File: src/rtl/ltfc_pkg.sv
// ----------------------------------------------------------------------------
// ltfc_pkg: shared types and constants of the loop transport frame counter
// register indexes, operation codes, command kinds and divider status
// ----------------------------------------------------------------------------
package ltfc_pkg;

   // default frame counter width
   localparam int FRAME_BITS_DEFAULT = 26;

   // beat number width and saturation value
   localparam int BEAT_BITS = 10;
   localparam logic [BEAT_BITS-1:0] BEAT_MAX = 10'd1023;

   // configuration register indexes
   localparam int CSR_INDEX_BITS = 3;
   localparam logic [CSR_INDEX_BITS-1:0] REG_LOOP_FRAMES     = 3'd0;
   localparam logic [CSR_INDEX_BITS-1:0] REG_BEAT_FRAMES     = 3'd1;
   localparam logic [CSR_INDEX_BITS-1:0] REG_BAR_FRAMES      = 3'd2;
   localparam logic [CSR_INDEX_BITS-1:0] REG_QUANTUM_FRAMES  = 3'd3;
   localparam logic [CSR_INDEX_BITS-1:0] REG_QUANTIZE_ENABLE = 3'd4;
   localparam logic [CSR_INDEX_BITS-1:0] REG_TRANSPORT_MODE  = 3'd5;

   // transport modes
   localparam int MODE_BITS = 2;
   localparam logic [MODE_BITS-1:0] MODE_STOPPED = 2'd0;
   localparam logic [MODE_BITS-1:0] MODE_RUNNING = 2'd1;
   localparam logic [MODE_BITS-1:0] MODE_WAITING = 2'd2;

   // input operation codes
   localparam logic OP_ADVANCE = 1'b0;
   localparam logic OP_REWIND  = 1'b1;

   // command kinds after classification
   localparam int KIND_BITS = 2;
   localparam logic [KIND_BITS-1:0] KIND_REWIND = 2'd0;
   localparam logic [KIND_BITS-1:0] KIND_PLAY   = 2'd1;
   localparam logic [KIND_BITS-1:0] KIND_WAIT   = 2'd2;

   // command queue depth
   localparam int QUEUE_DEPTH = 2;
   localparam int QPTR_BITS   = 1;
   localparam int QCNT_BITS   = 2;

   // divider status toward the sequencer
   typedef struct packed {
      logic done;
      logic rem_zero;
      logic quo_over;
   } div_status_type;

endpackage

File: src/rtl/ltfc_front.sv
// ----------------------------------------------------------------------------
// ltfc_front: input acceptance and command classification
// decodes each transfer into a command kind and pushes it into the queue
// ----------------------------------------------------------------------------
module ltfc_front #(
   parameter int FRAME_BITS = ltfc_pkg::FRAME_BITS_DEFAULT
) (
   input  logic                                  req_valid,
   output logic                                  req_stall,
   input  logic                                  req_opcode,
   input  logic [FRAME_BITS-1:0]                 req_frame_count,
   input  logic [ltfc_pkg::MODE_BITS-1:0]        transport_mode,
   input  logic                                  queue_full,
   output logic                                  push,
   output logic [ltfc_pkg::KIND_BITS-1:0]        push_kind,
   output logic [FRAME_BITS-1:0]                 push_amount
);

   // stall while the queue has no room
   assign req_stall = queue_full;
   assign push      = req_valid && !queue_full;

   // classify: rewind, advance of the play position or of the wait counter
   always_comb begin
      if (req_opcode == ltfc_pkg::OP_REWIND) begin
         push_kind = ltfc_pkg::KIND_REWIND;
      end else if (transport_mode == ltfc_pkg::MODE_WAITING) begin
         push_kind = ltfc_pkg::KIND_WAIT;
      end else begin
         push_kind = ltfc_pkg::KIND_PLAY;
      end
   end

   assign push_amount = req_frame_count;

endmodule

File: src/rtl/ltfc_queue.sv
// ----------------------------------------------------------------------------
// ltfc_queue: short command queue between front and back
// two entries, registered storage, separate read and write pointers
// ----------------------------------------------------------------------------
module ltfc_queue #(
   parameter int WIDTH = ltfc_pkg::KIND_BITS + ltfc_pkg::FRAME_BITS_DEFAULT
) (
   input  logic             clock,
   input  logic             reset,
   input  logic             push,
   input  logic [WIDTH-1:0] push_data,
   output logic             full,
   input  logic             pop,
   output logic [WIDTH-1:0] pop_data,
   output logic             not_empty
);

   logic [WIDTH-1:0]                    entry_ff [ltfc_pkg::QUEUE_DEPTH];
   logic [ltfc_pkg::QPTR_BITS-1:0]      wr_ptr_ff, wr_ptr_in;
   logic [ltfc_pkg::QPTR_BITS-1:0]      rd_ptr_ff, rd_ptr_in;
   logic [ltfc_pkg::QCNT_BITS-1:0]      count_ff, count_in;

   assign full      = (count_ff == ltfc_pkg::QCNT_BITS'(ltfc_pkg::QUEUE_DEPTH));
   assign not_empty = (count_ff != '0);
   assign pop_data  = entry_ff[rd_ptr_ff];

   // pointer and fill count update
   always_comb begin
      wr_ptr_in = wr_ptr_ff;
      rd_ptr_in = rd_ptr_ff;
      count_in  = count_ff;
      if (push) begin
         wr_ptr_in = wr_ptr_ff + 1'b1;
      end
      if (pop) begin
         rd_ptr_in = rd_ptr_ff + 1'b1;
      end
      if (push && !pop) begin
         count_in = count_ff + 1'b1;
      end else if (pop && !push) begin
         count_in = count_ff - 1'b1;
      end
   end

   always_ff @(posedge clock) begin
      if (reset) begin
         wr_ptr_ff <= '0;
         rd_ptr_ff <= '0;
         count_ff  <= '0;
      end else begin
         wr_ptr_ff <= wr_ptr_in;
         rd_ptr_ff <= rd_ptr_in;
         count_ff  <= count_in;
      end
   end

   // entry storage
   always_ff @(posedge clock) begin
      if (push) begin
         entry_ff[wr_ptr_ff] <= push_data;
      end
   end

endmodule

File: src/rtl/ltfc_divider.sv
// ----------------------------------------------------------------------------
// ltfc_divider: shared restoring divider
// two quotient bits per cycle, quotient and remainder held until next start
// ----------------------------------------------------------------------------
module ltfc_divider #(
   parameter int FRAME_BITS = ltfc_pkg::FRAME_BITS_DEFAULT
) (
   input  logic                               clock,
   input  logic                               reset,
   input  logic                               start,
   input  logic [FRAME_BITS:0]                dividend,
   input  logic [FRAME_BITS-1:0]              divisor,
   output ltfc_pkg::div_status_type           status,
   output logic [FRAME_BITS-1:0]              remainder,
   output logic [ltfc_pkg::BEAT_BITS-1:0]     quotient
);

   localparam int DIV_BITS = 2 * ((FRAME_BITS + 2) / 2);
   localparam int STEPS    = DIV_BITS / 2;
   localparam int CNT_BITS = $clog2(STEPS);

   logic [FRAME_BITS-1:0] div_ff, div_in;
   logic [FRAME_BITS:0]   rem_ff, rem_in;
   logic [DIV_BITS-1:0]   quo_ff, quo_in;
   logic [CNT_BITS-1:0]   cnt_ff, cnt_in;
   logic                  busy_ff, busy_in;
   logic                  done_ff, done_in;
   logic [FRAME_BITS:0]   rem_step;
   logic [DIV_BITS-1:0]   quo_step;
   logic [FRAME_BITS:0]   trial;

   // two dependent compare and subtract steps
   always_comb begin
      rem_step = rem_ff;
      quo_step = quo_ff;
      trial    = '0;
      for (int i = 0; i < 2; i++) begin
         trial = {rem_step[FRAME_BITS-1:0], quo_step[DIV_BITS-1]};
         if (trial >= {1'b0, div_ff}) begin
            rem_step = trial - {1'b0, div_ff};
            quo_step = {quo_step[DIV_BITS-2:0], 1'b1};
         end else begin
            rem_step = trial;
            quo_step = {quo_step[DIV_BITS-2:0], 1'b0};
         end
      end
   end

   // iteration control
   always_comb begin
      div_in  = div_ff;
      rem_in  = rem_ff;
      quo_in  = quo_ff;
      cnt_in  = cnt_ff;
      busy_in = busy_ff;
      done_in = 1'b0;
      if (start) begin
         div_in  = divisor;
         rem_in  = '0;
         quo_in  = DIV_BITS'(dividend);
         cnt_in  = '0;
         busy_in = 1'b1;
      end else if (busy_ff) begin
         rem_in = rem_step;
         quo_in = quo_step;
         cnt_in = cnt_ff + 1'b1;
         if (cnt_ff == CNT_BITS'(STEPS - 1)) begin
            busy_in = 1'b0;
            done_in = 1'b1;
         end
      end
   end

   always_ff @(posedge clock) begin
      if (reset) begin
         busy_ff <= 1'b0;
         done_ff <= 1'b0;
         cnt_ff  <= '0;
      end else begin
         busy_ff <= busy_in;
         done_ff <= done_in;
         cnt_ff  <= cnt_in;
      end
   end

   always_ff @(posedge clock) begin
      div_ff <= div_in;
      rem_ff <= rem_in;
      quo_ff <= quo_in;
   end

   assign remainder       = rem_ff[FRAME_BITS-1:0];
   assign quotient        = quo_ff[ltfc_pkg::BEAT_BITS-1:0];
   assign status.done     = done_ff;
   assign status.rem_zero = (rem_ff == '0);
   assign status.quo_over = |quo_ff[DIV_BITS-1:ltfc_pkg::BEAT_BITS];

endmodule

File: src/rtl/ltfc_back.sv
// ----------------------------------------------------------------------------
// ltfc_back: command execution sequencer
// holds the counters, runs the divisions in turn and fills the result register
// ----------------------------------------------------------------------------
module ltfc_back #(
   parameter int FRAME_BITS = ltfc_pkg::FRAME_BITS_DEFAULT
) (
   input  logic                               clock,
   input  logic                               reset,
   // command queue side
   input  logic                               cmd_valid,
   input  logic [ltfc_pkg::KIND_BITS-1:0]     cmd_kind,
   input  logic [FRAME_BITS-1:0]              cmd_amount,
   output logic                               cmd_pop,
   // configuration
   input  logic [FRAME_BITS-1:0]              loop_frames,
   input  logic [FRAME_BITS-1:0]              beat_frames,
   input  logic [FRAME_BITS-1:0]              bar_frames,
   input  logic [FRAME_BITS-1:0]              quantum_frames,
   input  logic                               quantize_enable,
   // divider side
   output logic                               div_start,
   output logic [FRAME_BITS:0]                div_dividend,
   output logic [FRAME_BITS-1:0]              div_divisor,
   input  ltfc_pkg::div_status_type           div_status,
   input  logic [FRAME_BITS-1:0]              div_remainder,
   input  logic [ltfc_pkg::BEAT_BITS-1:0]     div_quotient,
   // result channel
   output logic                               rsp_valid,
   input  logic                               rsp_stall,
   output logic [FRAME_BITS-1:0]              rsp_play_frame,
   output logic [ltfc_pkg::BEAT_BITS-1:0]     rsp_beat_index,
   output logic [FRAME_BITS-1:0]              rsp_wait_frame,
   output logic                               rsp_on_bar,
   output logic                               rsp_on_beat,
   output logic                               rsp_on_first_beat,
   output logic                               rsp_quantum_passed
);

   localparam logic [2:0] ST_IDLE  = 3'd0;
   localparam logic [2:0] ST_WRAP  = 3'd1;
   localparam logic [2:0] ST_BEAT  = 3'd2;
   localparam logic [2:0] ST_BAR   = 3'd3;
   localparam logic [2:0] ST_QUANT = 3'd4;
   localparam logic [2:0] ST_EMIT  = 3'd5;

   logic [2:0]                       state_ff, state_in;
   logic                             go_ff, go_in;
   logic [ltfc_pkg::KIND_BITS-1:0]   kind_ff, kind_in;
   logic [FRAME_BITS-1:0]            amount_ff, amount_in;
   logic [FRAME_BITS-1:0]            play_ff, play_in;
   logic [ltfc_pkg::BEAT_BITS-1:0]   beat_ff, beat_in;
   logic [FRAME_BITS-1:0]            wait_ff, wait_in;
   logic                             bar_hit_ff, bar_hit_in;
   logic                             beat_hit_ff, beat_hit_in;
   logic                             quant_hit_ff, quant_hit_in;
   logic                             rsp_valid_ff, rsp_valid_in;
   logic [FRAME_BITS-1:0]            loop_nz, beat_nz, bar_nz, quantum_nz;
   logic [FRAME_BITS-1:0]            active;
   logic                             waiting;

   // a zero length acts as one
   assign loop_nz    = (loop_frames == '0)    ? FRAME_BITS'(1) : loop_frames;
   assign beat_nz    = (beat_frames == '0)    ? FRAME_BITS'(1) : beat_frames;
   assign bar_nz     = (bar_frames == '0)     ? FRAME_BITS'(1) : bar_frames;
   assign quantum_nz = (quantum_frames == '0) ? FRAME_BITS'(1) : quantum_frames;

   assign waiting = (kind_ff == ltfc_pkg::KIND_WAIT);
   assign active  = waiting ? wait_ff : play_ff;

   // divider operand selection by phase
   always_comb begin
      case (state_ff)
         ST_WRAP: begin
            div_dividend = {1'b0, active} + {1'b0, amount_ff};
            div_divisor  = loop_nz;
         end
         ST_BEAT: begin
            div_dividend = {1'b0, active};
            div_divisor  = beat_nz;
         end
         ST_BAR: begin
            div_dividend = {1'b0, play_ff};
            div_divisor  = bar_nz;
         end
         default: begin
            div_dividend = {1'b0, play_ff};
            div_divisor  = quantum_nz;
         end
      endcase
   end

   assign div_start = go_ff;
   assign cmd_pop   = (state_ff == ST_IDLE) && cmd_valid && !rsp_valid_ff;

   // sequencer
   always_comb begin
      state_in     = state_ff;
      go_in        = 1'b0;
      kind_in      = kind_ff;
      amount_in    = amount_ff;
      play_in      = play_ff;
      beat_in      = beat_ff;
      wait_in      = wait_ff;
      bar_hit_in   = bar_hit_ff;
      beat_hit_in  = beat_hit_ff;
      quant_hit_in = quant_hit_ff;
      case (state_ff)
         ST_IDLE: begin
            if (cmd_pop) begin
               kind_in   = cmd_kind;
               amount_in = cmd_amount;
               if (cmd_kind == ltfc_pkg::KIND_REWIND) begin
                  play_in      = '0;
                  beat_in      = '0;
                  wait_in      = '0;
                  bar_hit_in   = 1'b0;
                  beat_hit_in  = 1'b1;
                  quant_hit_in = quantize_enable;
                  state_in     = ST_EMIT;
               end else begin
                  state_in = ST_WRAP;
                  go_in    = 1'b1;
               end
            end
         end
         ST_WRAP: begin
            if (div_status.done) begin
               if (waiting) begin
                  wait_in = div_remainder;
               end else begin
                  play_in = div_remainder;
               end
               state_in = ST_BEAT;
               go_in    = 1'b1;
            end
         end
         ST_BEAT: begin
            if (div_status.done) begin
               beat_hit_in = div_status.rem_zero;
               if (waiting) begin
                  bar_hit_in = 1'b0;
                  if (quantize_enable) begin
                     state_in = ST_QUANT;
                     go_in    = 1'b1;
                  end else begin
                     quant_hit_in = 1'b0;
                     state_in     = ST_EMIT;
                  end
               end else begin
                  beat_in  = div_status.quo_over ? ltfc_pkg::BEAT_MAX : div_quotient;
                  state_in = ST_BAR;
                  go_in    = 1'b1;
               end
            end
         end
         ST_BAR: begin
            if (div_status.done) begin
               bar_hit_in = div_status.rem_zero && (play_ff != '0);
               if (quantize_enable) begin
                  state_in = ST_QUANT;
                  go_in    = 1'b1;
               end else begin
                  quant_hit_in = 1'b0;
                  state_in     = ST_EMIT;
               end
            end
         end
         ST_QUANT: begin
            if (div_status.done) begin
               quant_hit_in = div_status.rem_zero;
               state_in     = ST_EMIT;
            end
         end
         ST_EMIT: begin
            state_in = ST_IDLE;
         end
         default: begin
            state_in = ST_IDLE;
         end
      endcase
   end

   // result register handshake
   always_comb begin
      rsp_valid_in = rsp_valid_ff;
      if (state_ff == ST_EMIT) begin
         rsp_valid_in = 1'b1;
      end else if (!rsp_stall) begin
         rsp_valid_in = 1'b0;
      end
   end

   always_ff @(posedge clock) begin
      if (reset) begin
         state_ff     <= ST_IDLE;
         go_ff        <= 1'b0;
         rsp_valid_ff <= 1'b0;
         play_ff      <= '0;
         beat_ff      <= '0;
         wait_ff      <= '0;
      end else begin
         state_ff     <= state_in;
         go_ff        <= go_in;
         rsp_valid_ff <= rsp_valid_in;
         play_ff      <= play_in;
         beat_ff      <= beat_in;
         wait_ff      <= wait_in;
      end
   end

   // command payload and flags
   always_ff @(posedge clock) begin
      kind_ff      <= kind_in;
      amount_ff    <= amount_in;
      bar_hit_ff   <= bar_hit_in;
      beat_hit_ff  <= beat_hit_in;
      quant_hit_ff <= quant_hit_in;
   end

   // result payload, loaded once per command
   always_ff @(posedge clock) begin
      if (state_ff == ST_EMIT) begin
         rsp_play_frame     <= play_ff;
         rsp_beat_index     <= beat_ff;
         rsp_wait_frame     <= wait_ff;
         rsp_on_bar         <= bar_hit_ff;
         rsp_on_beat        <= beat_hit_ff;
         rsp_on_first_beat  <= (play_ff == '0);
         rsp_quantum_passed <= quant_hit_ff;
      end
   end

   assign rsp_valid = rsp_valid_ff;

endmodule

File: src/rtl/loop_transport_frame_counter.sv
// ----------------------------------------------------------------------------
// loop_transport_frame_counter: musical loop transport counter
// advances play or wait position modulo the loop, tracks the beat number and
// reports bar, beat, first-beat and quantum flags for every transfer
//
//   channel   ports                          direction
//   req       req_valid/req_stall, payload   in   opcode, frame_count
//   rsp       rsp_valid/rsp_stall, payload   out  counters and flags
//   csr       csr_wen, csr_index, csr_wdata  in   register writes
//
// an advance runs wrap, beat, bar and quantum divisions in turn on the shared
// divider; waiting mode skips the bar division, a disabled quantizer the
// quantum one. a rewind runs no division and goes through the emit state to
// the result register. one command executes at a time; a two-entry queue keeps
// accepting while a result waits, and a stalled result holds the back end.
// reset clears the counters, sets the length registers to one, turns the
// quantizer off and puts the transport in stopped mode.
// ----------------------------------------------------------------------------
module loop_transport_frame_counter #(
   parameter int FRAME_BITS = ltfc_pkg::FRAME_BITS_DEFAULT
) (
   input  logic                                clock,
   input  logic                                reset,
   // configuration write port
   input  logic                                csr_wen,
   input  logic [ltfc_pkg::CSR_INDEX_BITS-1:0] csr_index,
   input  logic [FRAME_BITS-1:0]               csr_wdata,
   // input channel
   input  logic                                req_valid,
   output logic                                req_stall,
   input  logic                                req_opcode,
   input  logic [FRAME_BITS-1:0]               req_frame_count,
   // result channel
   output logic                                rsp_valid,
   input  logic                                rsp_stall,
   output logic [FRAME_BITS-1:0]               rsp_play_frame,
   output logic [ltfc_pkg::BEAT_BITS-1:0]      rsp_beat_index,
   output logic [FRAME_BITS-1:0]               rsp_wait_frame,
   output logic                                rsp_on_bar,
   output logic                                rsp_on_beat,
   output logic                                rsp_on_first_beat,
   output logic                                rsp_quantum_passed
);

   localparam int CMD_BITS = ltfc_pkg::KIND_BITS + FRAME_BITS;

   logic [FRAME_BITS-1:0]              loop_ff, loop_in;
   logic [FRAME_BITS-1:0]              beat_ff, beat_in;
   logic [FRAME_BITS-1:0]              bar_ff, bar_in;
   logic [FRAME_BITS-1:0]              quantum_ff, quantum_in;
   logic                               quant_en_ff, quant_en_in;
   logic [ltfc_pkg::MODE_BITS-1:0]     mode_ff, mode_in;

   logic                               queue_full;
   logic                               push;
   logic [ltfc_pkg::KIND_BITS-1:0]     push_kind;
   logic [FRAME_BITS-1:0]              push_amount;
   logic                               pop;
   logic [CMD_BITS-1:0]                pop_data;
   logic                               cmd_valid;

   logic                               div_start;
   logic [FRAME_BITS:0]                div_dividend;
   logic [FRAME_BITS-1:0]              div_divisor;
   ltfc_pkg::div_status_type           div_status;
   logic [FRAME_BITS-1:0]              div_remainder;
   logic [ltfc_pkg::BEAT_BITS-1:0]     div_quotient;

   // configuration register writes
   always_comb begin
      loop_in     = loop_ff;
      beat_in     = beat_ff;
      bar_in      = bar_ff;
      quantum_in  = quantum_ff;
      quant_en_in = quant_en_ff;
      mode_in     = mode_ff;
      if (csr_wen) begin
         case (csr_index)
            ltfc_pkg::REG_LOOP_FRAMES:     loop_in     = csr_wdata;
            ltfc_pkg::REG_BEAT_FRAMES:     beat_in     = csr_wdata;
            ltfc_pkg::REG_BAR_FRAMES:      bar_in      = csr_wdata;
            ltfc_pkg::REG_QUANTUM_FRAMES:  quantum_in  = csr_wdata;
            ltfc_pkg::REG_QUANTIZE_ENABLE: quant_en_in = csr_wdata[0];
            ltfc_pkg::REG_TRANSPORT_MODE:  mode_in     = csr_wdata[ltfc_pkg::MODE_BITS-1:0];
            default: begin
            end
         endcase
      end
   end

   always_ff @(posedge clock) begin
      if (reset) begin
         loop_ff     <= FRAME_BITS'(1);
         beat_ff     <= FRAME_BITS'(1);
         bar_ff      <= FRAME_BITS'(1);
         quantum_ff  <= FRAME_BITS'(1);
         quant_en_ff <= 1'b0;
         mode_ff     <= ltfc_pkg::MODE_STOPPED;
      end else begin
         loop_ff     <= loop_in;
         beat_ff     <= beat_in;
         bar_ff      <= bar_in;
         quantum_ff  <= quantum_in;
         quant_en_ff <= quant_en_in;
         mode_ff     <= mode_in;
      end
   end

   // accept and classify
   ltfc_front #(
      .FRAME_BITS (FRAME_BITS)
   ) u_front (
      .req_valid       (req_valid),
      .req_stall       (req_stall),
      .req_opcode      (req_opcode),
      .req_frame_count (req_frame_count),
      .transport_mode  (mode_ff),
      .queue_full      (queue_full),
      .push            (push),
      .push_kind       (push_kind),
      .push_amount     (push_amount)
   );

   // command queue
   ltfc_queue #(
      .WIDTH (CMD_BITS)
   ) u_queue (
      .clock     (clock),
      .reset     (reset),
      .push      (push),
      .push_data ({push_kind, push_amount}),
      .full      (queue_full),
      .pop       (pop),
      .pop_data  (pop_data),
      .not_empty (cmd_valid)
   );

   // execution sequencer
   ltfc_back #(
      .FRAME_BITS (FRAME_BITS)
   ) u_back (
      .clock              (clock),
      .reset              (reset),
      .cmd_valid          (cmd_valid),
      .cmd_kind           (pop_data[CMD_BITS-1:FRAME_BITS]),
      .cmd_amount         (pop_data[FRAME_BITS-1:0]),
      .cmd_pop            (pop),
      .loop_frames        (loop_ff),
      .beat_frames        (beat_ff),
      .bar_frames         (bar_ff),
      .quantum_frames     (quantum_ff),
      .quantize_enable    (quant_en_ff),
      .div_start          (div_start),
      .div_dividend       (div_dividend),
      .div_divisor        (div_divisor),
      .div_status         (div_status),
      .div_remainder      (div_remainder),
      .div_quotient       (div_quotient),
      .rsp_valid          (rsp_valid),
      .rsp_stall          (rsp_stall),
      .rsp_play_frame     (rsp_play_frame),
      .rsp_beat_index     (rsp_beat_index),
      .rsp_wait_frame     (rsp_wait_frame),
      .rsp_on_bar         (rsp_on_bar),
      .rsp_on_beat        (rsp_on_beat),
      .rsp_on_first_beat  (rsp_on_first_beat),
      .rsp_quantum_passed (rsp_quantum_passed)
   );

   // shared divider
   ltfc_divider #(
      .FRAME_BITS (FRAME_BITS)
   ) u_divider (
      .clock     (clock),
      .reset     (reset),
      .start     (div_start),
      .dividend  (div_dividend),
      .divisor   (div_divisor),
      .status    (div_status),
      .remainder (div_remainder),
      .quotient  (div_quotient)
   );

endmodule

File: config.mk
export PLATFORM = sky130hd
export DESIGN_NAME = loop_transport_frame_counter
export DESIGN_NICKNAME = d
export VERILOG_FILES = /design/src/rtl/ltfc_pkg.sv /design/src/rtl/ltfc_front.sv /design/src/rtl/ltfc_queue.sv /design/src/rtl/ltfc_divider.sv /design/src/rtl/ltfc_back.sv /design/src/rtl/loop_transport_frame_counter.sv
export SDC_FILE = /design/constraint.sdc
export NUM_CORES = 1
export LEC_CHECK = 0
export BUFFER_PORTS_ARGS = -buffer_cell sky130_fd_sc_hd__buf_2
export CAP_MARGIN = 20
export CORE_MARGIN = 2
export CORE_UTILIZATION = 55
export CTS_CLUSTER_DIAMETER = 30
export DETAILED_ROUTE_END_ITERATION = 8
export PLACE_DENSITY_LB_ADDON = 0.08
export SLEW_MARGIN = 15
export SYNTH_ARGS = -nofsm -noshare
export SYNTH_HDL_FRONTEND = slang
export SYNTH_SLANG_ARGS = --single-unit
File: constraint.sdc
create_clock -name clock -period 5.1 [get_ports clock]
set_input_delay 0.255 -clock clock [delete_from_list [all_inputs] [get_ports clock]]
set_output_delay 0.255 -clock clock [all_outputs]
set_load 0.01 [all_outputs]
-- Word-level counts from Yosys, hierarchy flattened
Memories as Yosys holds them, arrays and structs flattened. A register that Yosys moved wholly into a read port is not among the register bits.
Cells that the tools add are included.
- register bits after elaboration: 362
- memory bits (writable): 56
- input port bits: 61
- output and inout port bits: 68
- logic and storage cells: 190
- memories kept: 1
- $add $sub $neg: 8
- $lt $le $gt $ge: 2
- equal/unequal tests: 25
- multiplexer cells: 75
- bitwise operators: 1
- reduce and logical (&&, ||, !) cells: 44
- memory list (name ; depth ; width ; read ports ; clocked after memory_dff ; wr ports ; RTL line ; RTL):
    u_queue.entry_ff ; 2 ; 28 ; 1 ; 1 ; 1 ; ltfc_queue.sv:18 ; logic [WIDTH-1:0] entry_ff [ltfc_pkg::QUEUE_DEPTH];
- operator list (operator ; count):
    $mux W26 ; 12
    $logic_not A26 Y1 ; 5
    $pmux W26 S2 ; 2
    $mux W27 ; 3
    $pmux W26 S3 ; 1
    $ge A27 B26 Y1 ; 2
    $pmux W27 S2 ; 1
    $mux W10 ; 5
    $mux W1 ; 34
    $add A26 B26 Y27 ; 1
    $logic_not A27 Y1 ; 1
    $sub A27 B26 Y27 ; 1
    $reduce_bool A26 Y1 ; 1
    $sub A26 B26 Y26 ; 1
    $mux W3 ; 7
    $pmux W10 S2 ; 1
    $reduce_and A5 Y1 ; 4
    $reduce_or A18 Y1 ; 1
    $pmux W3 S5 ; 1
    $ne A2 B1 Y1 const B ; 7
    $reduce_and A2 Y1 ; 7
    $eq A3 B2 Y1 const B ; 4
    $eq A3 B3 Y1 const B ; 4
    $reduce_bool A2 Y1 ; 5
    24 further kinds ; 44

-- Logic depth before layout (Yosys ltp)
Gate-level depths: netlist of the first run.
- depth in word-level cells: 7
- mapped depth: 23
- depth with buffers taken out: 21

-- Modules after synthesis
From an unflattened synthesis of the first run, not the netlist that was laid out.
- cells, all modules: 2235
- area, all modules: 22348.9 um^2
- by module, submodules not included (module ; times used ; cells each ; area an instance (um^2) ; sequential area each (um^2)):
    ltfc_back ; 1 ; 972 ; 8797.2 ; 4254.1
    ltfc_divider ; 1 ; 740 ; 6825.3 ; 2272.2
    loop_transport_frame_counter ; 1 ; 383 ; 4257.8 ; 2142.1
    ltfc_queue ; 1 ; 109 ; 2234.6 ; 1781.7
    ltfc_front ; 1 ; 31 ; 234.0 ; 0.0

-- Least setup slack after synthesis of the first run
No wires, ideal clock.
- kind: register to register
- start: register u_divider.rem_ff[11]
- end: register u_divider.rem_ff[24]
- library setup time: 0.088 ns
- data arrival time: 4.869 ns
- required time: 5.012 ns
- path slack: 0.143 ns
- cell stages (with the launch flop): 22
- period minus slack after synthesis: 4.957 ns
- cells stage by stage: dfxtp_1 -> ha_1 -> a211oi_2 -> o21ai_1 -> and2_1 -> buf_2 -> or4_4 -> nand4_1 -> nand2_1 -> clkbuf_1 -> mux2_2 -> ha_1 -> nand4_1 -> a211oi_1 -> nor3_1 -> o31ai_1 -> a31oi_1 -> a2bb2oi_1 -> nand3_2 -> buf_2 -> o21ai_0 -> a311oi_2
- cells in the longest elaborated chain, start to end: 4
- RTL lines (what ; RTL line ; RTL):
    start, declared ; ltfc_divider.sv:23 ; logic [FRAME_BITS:0] rem_ff, rem_in;
    start signal, assigned ; ltfc_divider.sv:88 ; rem_ff <= rem_in;
    $sub A26 B26 Y26 / $ge A27 B26 Y1 (equally long branches) ; ltfc_divider.sv:40, ltfc_divider.sv:39 ;
    $mux W26 * ; ltfc_divider.sv:39 ; if (trial >= {1'b0, div_ff}) begin
    $sub A27 B26 Y27 / $ge A27 B26 Y1 (equally long branches) ; ltfc_divider.sv:40, ltfc_divider.sv:39 ;
    $mux W27 * ; ltfc_divider.sv:39 ;
Mark *: on every way between the ends. The rest lies on a longest branch, timed or not.
A chain may end at the register's enable or synchronous reset.

-- Worst setup path after layout of the first run
- start: register u_divider.div_ff[5]
- end: register u_divider.rem_ff[21]
- cells in the longest elaborated chain, start to end: 4
- RTL lines (what ; RTL line ; RTL):
    start, declared ; ltfc_divider.sv:22 ; logic [FRAME_BITS-1:0] div_ff, div_in;
    start signal, assigned ; ltfc_divider.sv:87 ; div_ff <= div_in;
    $sub A26 B26 Y26 / $ge A27 B26 Y1 (equally long branches) ; ltfc_divider.sv:40, ltfc_divider.sv:39 ;
    $mux W26 ; ltfc_divider.sv:39 ;
    $sub A27 B26 Y27 / $ge A27 B26 Y1 (equally long branches) ; ltfc_divider.sv:40, ltfc_divider.sv:39 ;
    $mux W27 * ; ltfc_divider.sv:39 ;
Marks and branches as above.

==> results.cfg, run 1 <==
[place]
portBuffers = 128
preCtsSetupSlack_ns = -0.137
gp_congestion = 0.948
place_hpwl_um = 43500
dp.cells = 2919

[global_routing]
overflow = 0
grt_pass1_vias = 17900
antenna_found_initial = 1
met1_usage_pct = 43.4
grt_max_degree = 156
grt_use_met3_pct = 6.26
grt_pass1_wl_um = 99400
grt_use_total_pct = 31.1
use_met2_pct = 48.0
busiest_layer = met2

[clock_network]
clk_pin_slew_worst_paths_ns = 0.05
h-tree-depth = 3
clock_sinks = 419
clk_latency_ns = 0.62
cts_tree = built
cts_buffers = 85
clock-root-buffer = clkbuf_16
clock_path_buffers = 3

[timing]
hold_viol = 0
maxSlewHeadroom_pct = 23.9
skew_ns = 0.0379
slew_viol_final = 0
fmax_mhz = 200
tightest_slew_ns = 1.14
period_needed_ns = 5.00
hold_ws_ns = 0.140
finalSetupViolCount = 0
setup_ws_ns = 0.102
finalCritPeriodShare_pct = 98.0

[pwr]
p_leak_uw = 0.0104
powerDensity_nw_per_um2 = 729
irDropWorstVdd_v = 0.000433
total_power_uw = 19600

[route]
drt-total-wl_um = 63800
first_iter_violations = 1776
vias = 18800
vias_per_cell = 5.99
wl_per_cell_um = 20.3
antenna_left = 0
drt-pass1-iter-count = 8
drc_errors = 0

[die]
io_pins = 129
die_w_um = 200
start_util_pct = 56.0
die_y_um = 200
num_rows = 71
core_um2 = 37800
die_area_um2 = 40000

[logic_synthesis]
yosysWarnings = 0
syn_area_um2 = 21200
synthesis.instances = 2257
synthDistinctLibCells = 76
synthFlopType = dfxtp_1
synthArstFlopShare_pct = 0
yosys-top-cells-area = edfxtp_1, dfxtp_1, nand2_1
synth_top_area_share_pct = 29.2
yosysSeqAreaShare_pct = 49.4
syn-num-nets = 2402
yosys.area.top_type = edfxtp_1
ys_ff_latch = 419
syn_area_per_cell_um2 = 9.37
synth-edff-count = 206

[finish]
instances_no_fill = 3143
drive_gt1_share_pct = 21.6
n_antenna_cell = 0
final_common_cell = nand2_1
areaGrowthSynthToFinish_pct = 27.2
finish.utilization_pct = 71.3
nNetsFinal = 2705
fillCellCount = 2845
layout_common_cells = nand2_1, a21oi_1, dfxtp_1, edfxtp_1, buf_4

[critical_path]
crit_path_frequent_cell = buf_4
ff2ff_path_depth = 24
cpMaxStageDelayCell = or4_4
path_cells = inv_1 -> ha_1 -> a211oi_2 -> nor2_1 -> a31o_4 -> or4_4 -> nand4_1 -> nand2_2 -> buf_6 -> buf_4 -> o21a_1 -> ha_4 -> nand3b_1 -> a211oi_2 -> nor3_2 -> o31ai_1 -> buf_4 -> a31oi_4 -> a2bb2oi_2 -> nand3_2 -> buf_12 -> buf_4 -> o21ai_1 -> a311oi_2
cpPeakStageDelay_ns = 0.49
cp-start-kind = flop
critical_path_peak_fanout = 8
crit_arrival_ns = 5.49
critPathKind = reg -> reg
end_kind = flop
crit_required_ns = 5.59

[outcome]
status = finished clean

[run]
maxCapViolCount = 0

[min_path]
hp-class = in -> reg
whs_path_depth = 4
-- kinds of logic (layout without fill, tap and decap cells) --
family | after synthesis | in the layout | share of synthesized area, %
buf+inv | 187 | 562 | 3.42
flops | 419 | 419 | 49.4
compound gates | 569 | 569 | 16.7
simple gates | 828 | 828 | 17.4
xor+xnor | 65 | 65 | 2.69
mux | 105 | 105 | 5.36
fa+ha+maj | 84 | 84 | 5.08
-- critical path, delay by kind of cell, from the launching register on --
family                   cells  cell delay (ns)
AO/OA/AOI/OAI                9             1.93
AND/OR/NAND/NOR              7             1.15
buffers and inverters        6             0.90
adder cells (fa/ha/maj)      2             0.56
flip-flops                   1             0.32
-- cells in the mapped netlist (10+ instances only) --
library cell / instances
o211ai_1: 15
nand2_1: 424
inv_1: 66
edfxtp_1: 206
ha_1: 81
a211oi_1: 32
o31ai_1: 11
o21ai_0: 82
a31oi_1: 38
dfxtp_1: 213
a21oi_1: 229
xnor2_1: 39
a21o_1: 21
clkbuf_1: 108
nor2b_1: 10
nor4_1: 42
or3_1: 18
and3_1: 10
nand4_1: 14
xor2_1: 26
nand3_1: 83
nor2_1: 143
nand2b_1: 11
mux2i_1: 38
nor3_1: 30
a22oi_1: 58
o21a_1: 16
mux2_2: 67
-- layout make-up --
cell class	instances	area [µm²]	share of cell area, %
multi-input cells	1651	10300	38.1
clock inverters	60	568	2.11
well taps	511	639	2.38
inverters	66	248	0.921
clock buffers	99	2290	8.52
flip-flops and latches	419	10500	38.9
repair buffers	337	2440	9.06
-- layer usage --
metal  wire length (µm)  share of wire [%]
met1              27400                 43
met3               5730                9.0
met2              28600                 45
met5                  0                  0
met4               2090                3.3
-- flip-flops by register name (all words and copies together) (netlist names), 3 cells and up, named ones only --
signal,count
u_queue.entry_ff,56
u_back.rsp_play_frame,26
u_divider.rem_ff,27
u_divider.div_ff,26
loop_ff,26
u_divider.cnt_ff,4
u_back.beat_ff,10
u_back.state_ff,3
beat_ff,26
u_back.wait_ff,26
u_back.rsp_wait_frame,26
quantum_ff,26
u_back.rsp_beat_index,10
u_back.amount_ff,26
u_divider.quo_ff,28
u_back.play_ff,26
bar_ff,26
-- final timing paths --
kind / slack [ns] / from / to
setup reg to reg: 0.10 / u_divider.div_ff[5]$_DFFE_PP_ / u_divider.rem_ff[21]$_SDFFE_PP0P_
hold reg to reg: 0.41 / u_back.bar_hit_ff$_SDFFCE_PN0P_ / u_back.rsp_on_bar$_DFFE_PP_
hold / removal: 0.14 / csr_index[0] / mode_ff[1]$_SDFFE_PP0P_
setup / recovery: 0.10 / u_divider.div_ff[5]$_DFFE_PP_ / u_divider.rem_ff[21]$_SDFFE_PP0P_
-- report_power, final --
| part | switching, µW | internal (µW) |
|---|---|---|
| Combinational | 5220 | 4360 |
| Sequential | 386 | 4220 |
| Clock | 1960 | 3470 |
| Total | 7560 | 12100 |
-- repair_timing --
item                                   CTS  global route
setup buffers                            0             7
pin swaps                                2            27
setup endpoints to repair               25            28
hold buffers                            55             0
gates resized for setup                  9            51
endpoints found under the hold margin  162             0
cloned                                   0             1
-- per-stage QoR --
stage | cell area, µm² | TNS (ns)
6_report | 26900 | 0
2_1_floorplan | 21200 | 0
3_5_place_dp | 23100 | -2.20
4_1_cts | 26600 | 0
3_3_place_gp | 23100 | -0.0153
5_1_grt | 26900 | -1.68
Power figures use the tool's default switching activity.
==> run 2, diff against run 1 <==
--- a/config.mk
+++ b/config.mk
@@ -5,7 +5,7 @@
 export SDC_FILE = /design/constraint.sdc
 export NUM_CORES = 1
 export LEC_CHECK = 0
-export BUFFER_PORTS_ARGS = -buffer_cell sky130_fd_sc_hd__buf_2
+export BUFFER_PORTS_ARGS = -buffer_cell sky130_fd_sc_hd__buf_4
 export CAP_MARGIN = 20
 export CORE_MARGIN = 2
 export CORE_UTILIZATION = 55
@@ -15,4 +15,5 @@
 export SLEW_MARGIN = 15
 export SYNTH_ARGS = -nofsm -noshare
 export SYNTH_HDL_FRONTEND = slang
+export SYNTH_HIERARCHICAL = 1
 export SYNTH_SLANG_ARGS = --single-unit
==> results.cfg, run 2 <==
[pwr]
pwr-share-seq_pct = 22.7
total_power_uw = 20400
irDropWorstVdd_v = 0.000504
power.share.clock_pct = 29.3
p_leak_uw = 0.0113
power_switching_uw = 7890
p_int_uw = 12500
powerDensity_nw_per_um2 = 727
switching_share_pct = 38.6
comb_power_share_pct = 48.0

[timing]
grt_setup_unrepaired = yes
fmax_mhz = 202
maxSlewHeadroom_pct = 24.7
final.setup.tns_ns = 0
slew_viol_final = 0
finalCritPeriodShare_pct = 97.0
setup_ws_ns = 0.154
finalSetupViolCount = 0
hold_viol = 0
skew_ns = 0.0331
hold_ws_ns = 0.00935
tightest_slew_ns = 1.13
period_needed_ns = 4.95

[logic_synthesis]
syn_area_per_cell_um2 = 10.0
synth_top_area_share_pct = 27.7
synthDistinctLibCells = 91
syn_area_um2 = 22300
yosysSeqAreaShare_pct = 46.8
yosysWarnings = 6
yosys.area.top_type = edfxtp_1
yosys-top-cells-area = edfxtp_1, dfxtp_1, mux2i_1
synthesis.instances = 2235
synthArstFlopShare_pct = 0
ys_ff_latch = 419
synth-edff-count = 206
synthFlopType = dfxtp_1
syn-num-nets = 2382
yosys-top-cells-count = nand2_1, dfxtp_1, edfxtp_1, a21oi_1, nand2b_1
synth_most_common_cell = nand2_1

[clock_network]
clock_path_buffers = 3
cts_tree = built
clk_latency_ns = 0.63
clk_pin_slew_worst_paths_ns = 0.04
clock_sinks = 419
h-tree-depth = 3
cts_buffers = 90
clock-root-buffer = clkbuf_16

[global_routing]
grt_pass1_wl_um = 101000
antenna_found_initial = 2
grt_use_total_pct = 31.1
grt_max_degree = 99
overflow = 0
grt_pass1_vias = 17600

[finish]
drive_gt1_share_pct = 24.9
nNetsFinal = 2593
final_common_cell = buf_4
areaGrowthSynthToFinish_pct = 25.6
instances_no_fill = 3046
layout_common_cells = buf_4, nand2_1, dfxtp_1, edfxtp_1, a21oi_1
largest_register_ffs = 56
top_regs = u_queue/entry_ff x56, u_divider/quo_ff x28, u_divider/rem_ff x27
largest-register = u_queue/entry_ff

[critical_path]
cp-start-kind = flop
crit_arrival_ns = 5.46
critPathKind = reg -> reg
end_kind = flop
critical_path_peak_fanout = 6
crit_required_ns = 5.61
ff2ff_path_depth = 23

[place]
preCtsSetupSlack_ns = -0.0758
place_hpwl_um = 45600
dp.cells = 2823
portBuffers = 128
gp_congestion = 0.917

[route]
drt-pass1-iter-count = 6
wl_per_cell_um = 21.6
drc_errors = 0
first_iter_violations = 1626
vias_per_cell = 5.95
drt-total-wl_um = 65700
antenna_left = 0
vias = 18100

[min_path]
hp-class = in -> reg
whs_path_depth = 3

[die]
num_rows = 73
io_pins = 129
start_util_pct = 56.0
die_area_um2 = 42300
die_y_um = 206
die_w_um = 206
core_um2 = 39900

[outcome]
status = finished clean

[run]
maxCapViolCount = 0
[run 2: cell count changes in the layout (fill, tap and decap cells not counted), sizes merged, moves of 13 or more]
cell         before  now
a21oi           229  161
mux2             67   90
a31oi            38   14
mux2i            38  120
inv              83   65
a22oi            58   45
o21ai            84  102
nor2            143  128
dlygate4sd3      55   40
nand2b           11  143
nand2           424  237
[run 2: final cells by class]
| class | count | area (µm²) |
|---|---|---|
| Sequential cell | 419 | 10500 |
| Multi-Input combinational cell | 1575 | 11100 |
| Fill cell | 2951 | 11800 |
| Tap cell | 525 | 657 |
| Inverter | 51 | 191 |
| Clock buffer | 104 | 2420 |
| Timing Repair Buffer | 309 | 2470 |
| Antenna cell | 1 | 2.50 |
| Clock inverter | 62 | 767 |
[run 2: worst paths after layout]
path,from,endpoint,slack [ns]
setup / recovery,u_divider/div_ff[9]$_DFFE_PP_,u_divider/rem_ff[22]$_SDFFE_PP0P_,0.15
hold / removal,csr_wdata[3],quantum_ff[3]$_SDFFE_PP0P_,0.009
setup reg to reg,u_divider/div_ff[9]$_DFFE_PP_,u_divider/rem_ff[22]$_SDFFE_PP0P_,0.15
hold reg to reg,u_back/beat_hit_ff$_SDFFCE_PN1P_,u_back/rsp_on_beat$_DFFE_PP_,0.42
[run 2: through the flow]
stage                     utilization (%)  cell area [µm²]
after floorplan                         -            22300
after global placement               59.9            23900
after detailed placement             59.9            23900
after CTS                            69.0            27500
after global routing                 70.3            28100
final                                70.4            28100
[run 2: power by group through the flow]
| stage | registers, µW | logic [µW] | clock network [µW] |
|---|---|---|---|
| after detailed placement | 4640 | 8650 | 0 |
| after floorplan | 4510 | 5950 | 0 |
| final | 4640 | 9790 | 5980 |
| after CTS | 4600 | 8790 | 6030 |
| after global placement | 4640 | 8580 | 0 |
| after global routing | 4680 | 10500 | 6220 |
[run 2: cells by family after synthesis]
kind of cell	Yosys count	synth area share (%)
and+or+nand+nor	734	16.4
AOI/OAI and AO/OA	473	13.6
DFF	419	46.8
buffers and inverters	241	5.55
muxes	210	9.98
adders and majority gates	86	4.92
xor gates and xnor gates	72	2.82
[run 2: critical path, stage by stage, from the launching register on]
cell      delay (ns)
edfxtp_1        0.33
inv_2           0.07
ha_4            0.30
nand4_1         0.21
nor3_2          0.16
buf_4           0.16
a31oi_4         0.08
o21ai_1         0.20
a211o_1         0.18
o21bai_4        0.20
buf_6           0.15
mux2_2          0.36
ha_1            0.34
nand2b_1        0.11
a21o_1          0.15
a32oi_1         0.11
buf_4           0.17
a32o_2          0.31
o211ai_1        0.28
a21boi_1        0.11
o31ai_1         0.32
xnor2_1         0.16
nand2_1         0.10
a311oi_2        0.26
[run 2: per-layer routing]
layer	wire length, µm	part of all wire [%]	track usage (%)	vias to the layer above
met5	0	0	0	-
met4	1860	2.8	10.7	0
met3	5360	8.2	5.42	119
met2	29000	44	46.4	829
met1	29500	45	45.4	8694
li1	-	-	-	8493
[run 2: what timing repair did]
item                                    in CTS  in global routing
hold buffers                                40                  0
setup buffers                                3                 13
resized for setup                            4                 99
endpoints found under the setup margin      25                 28
pin swaps                                    1                 49
hold endpoints to repair                    97                  0
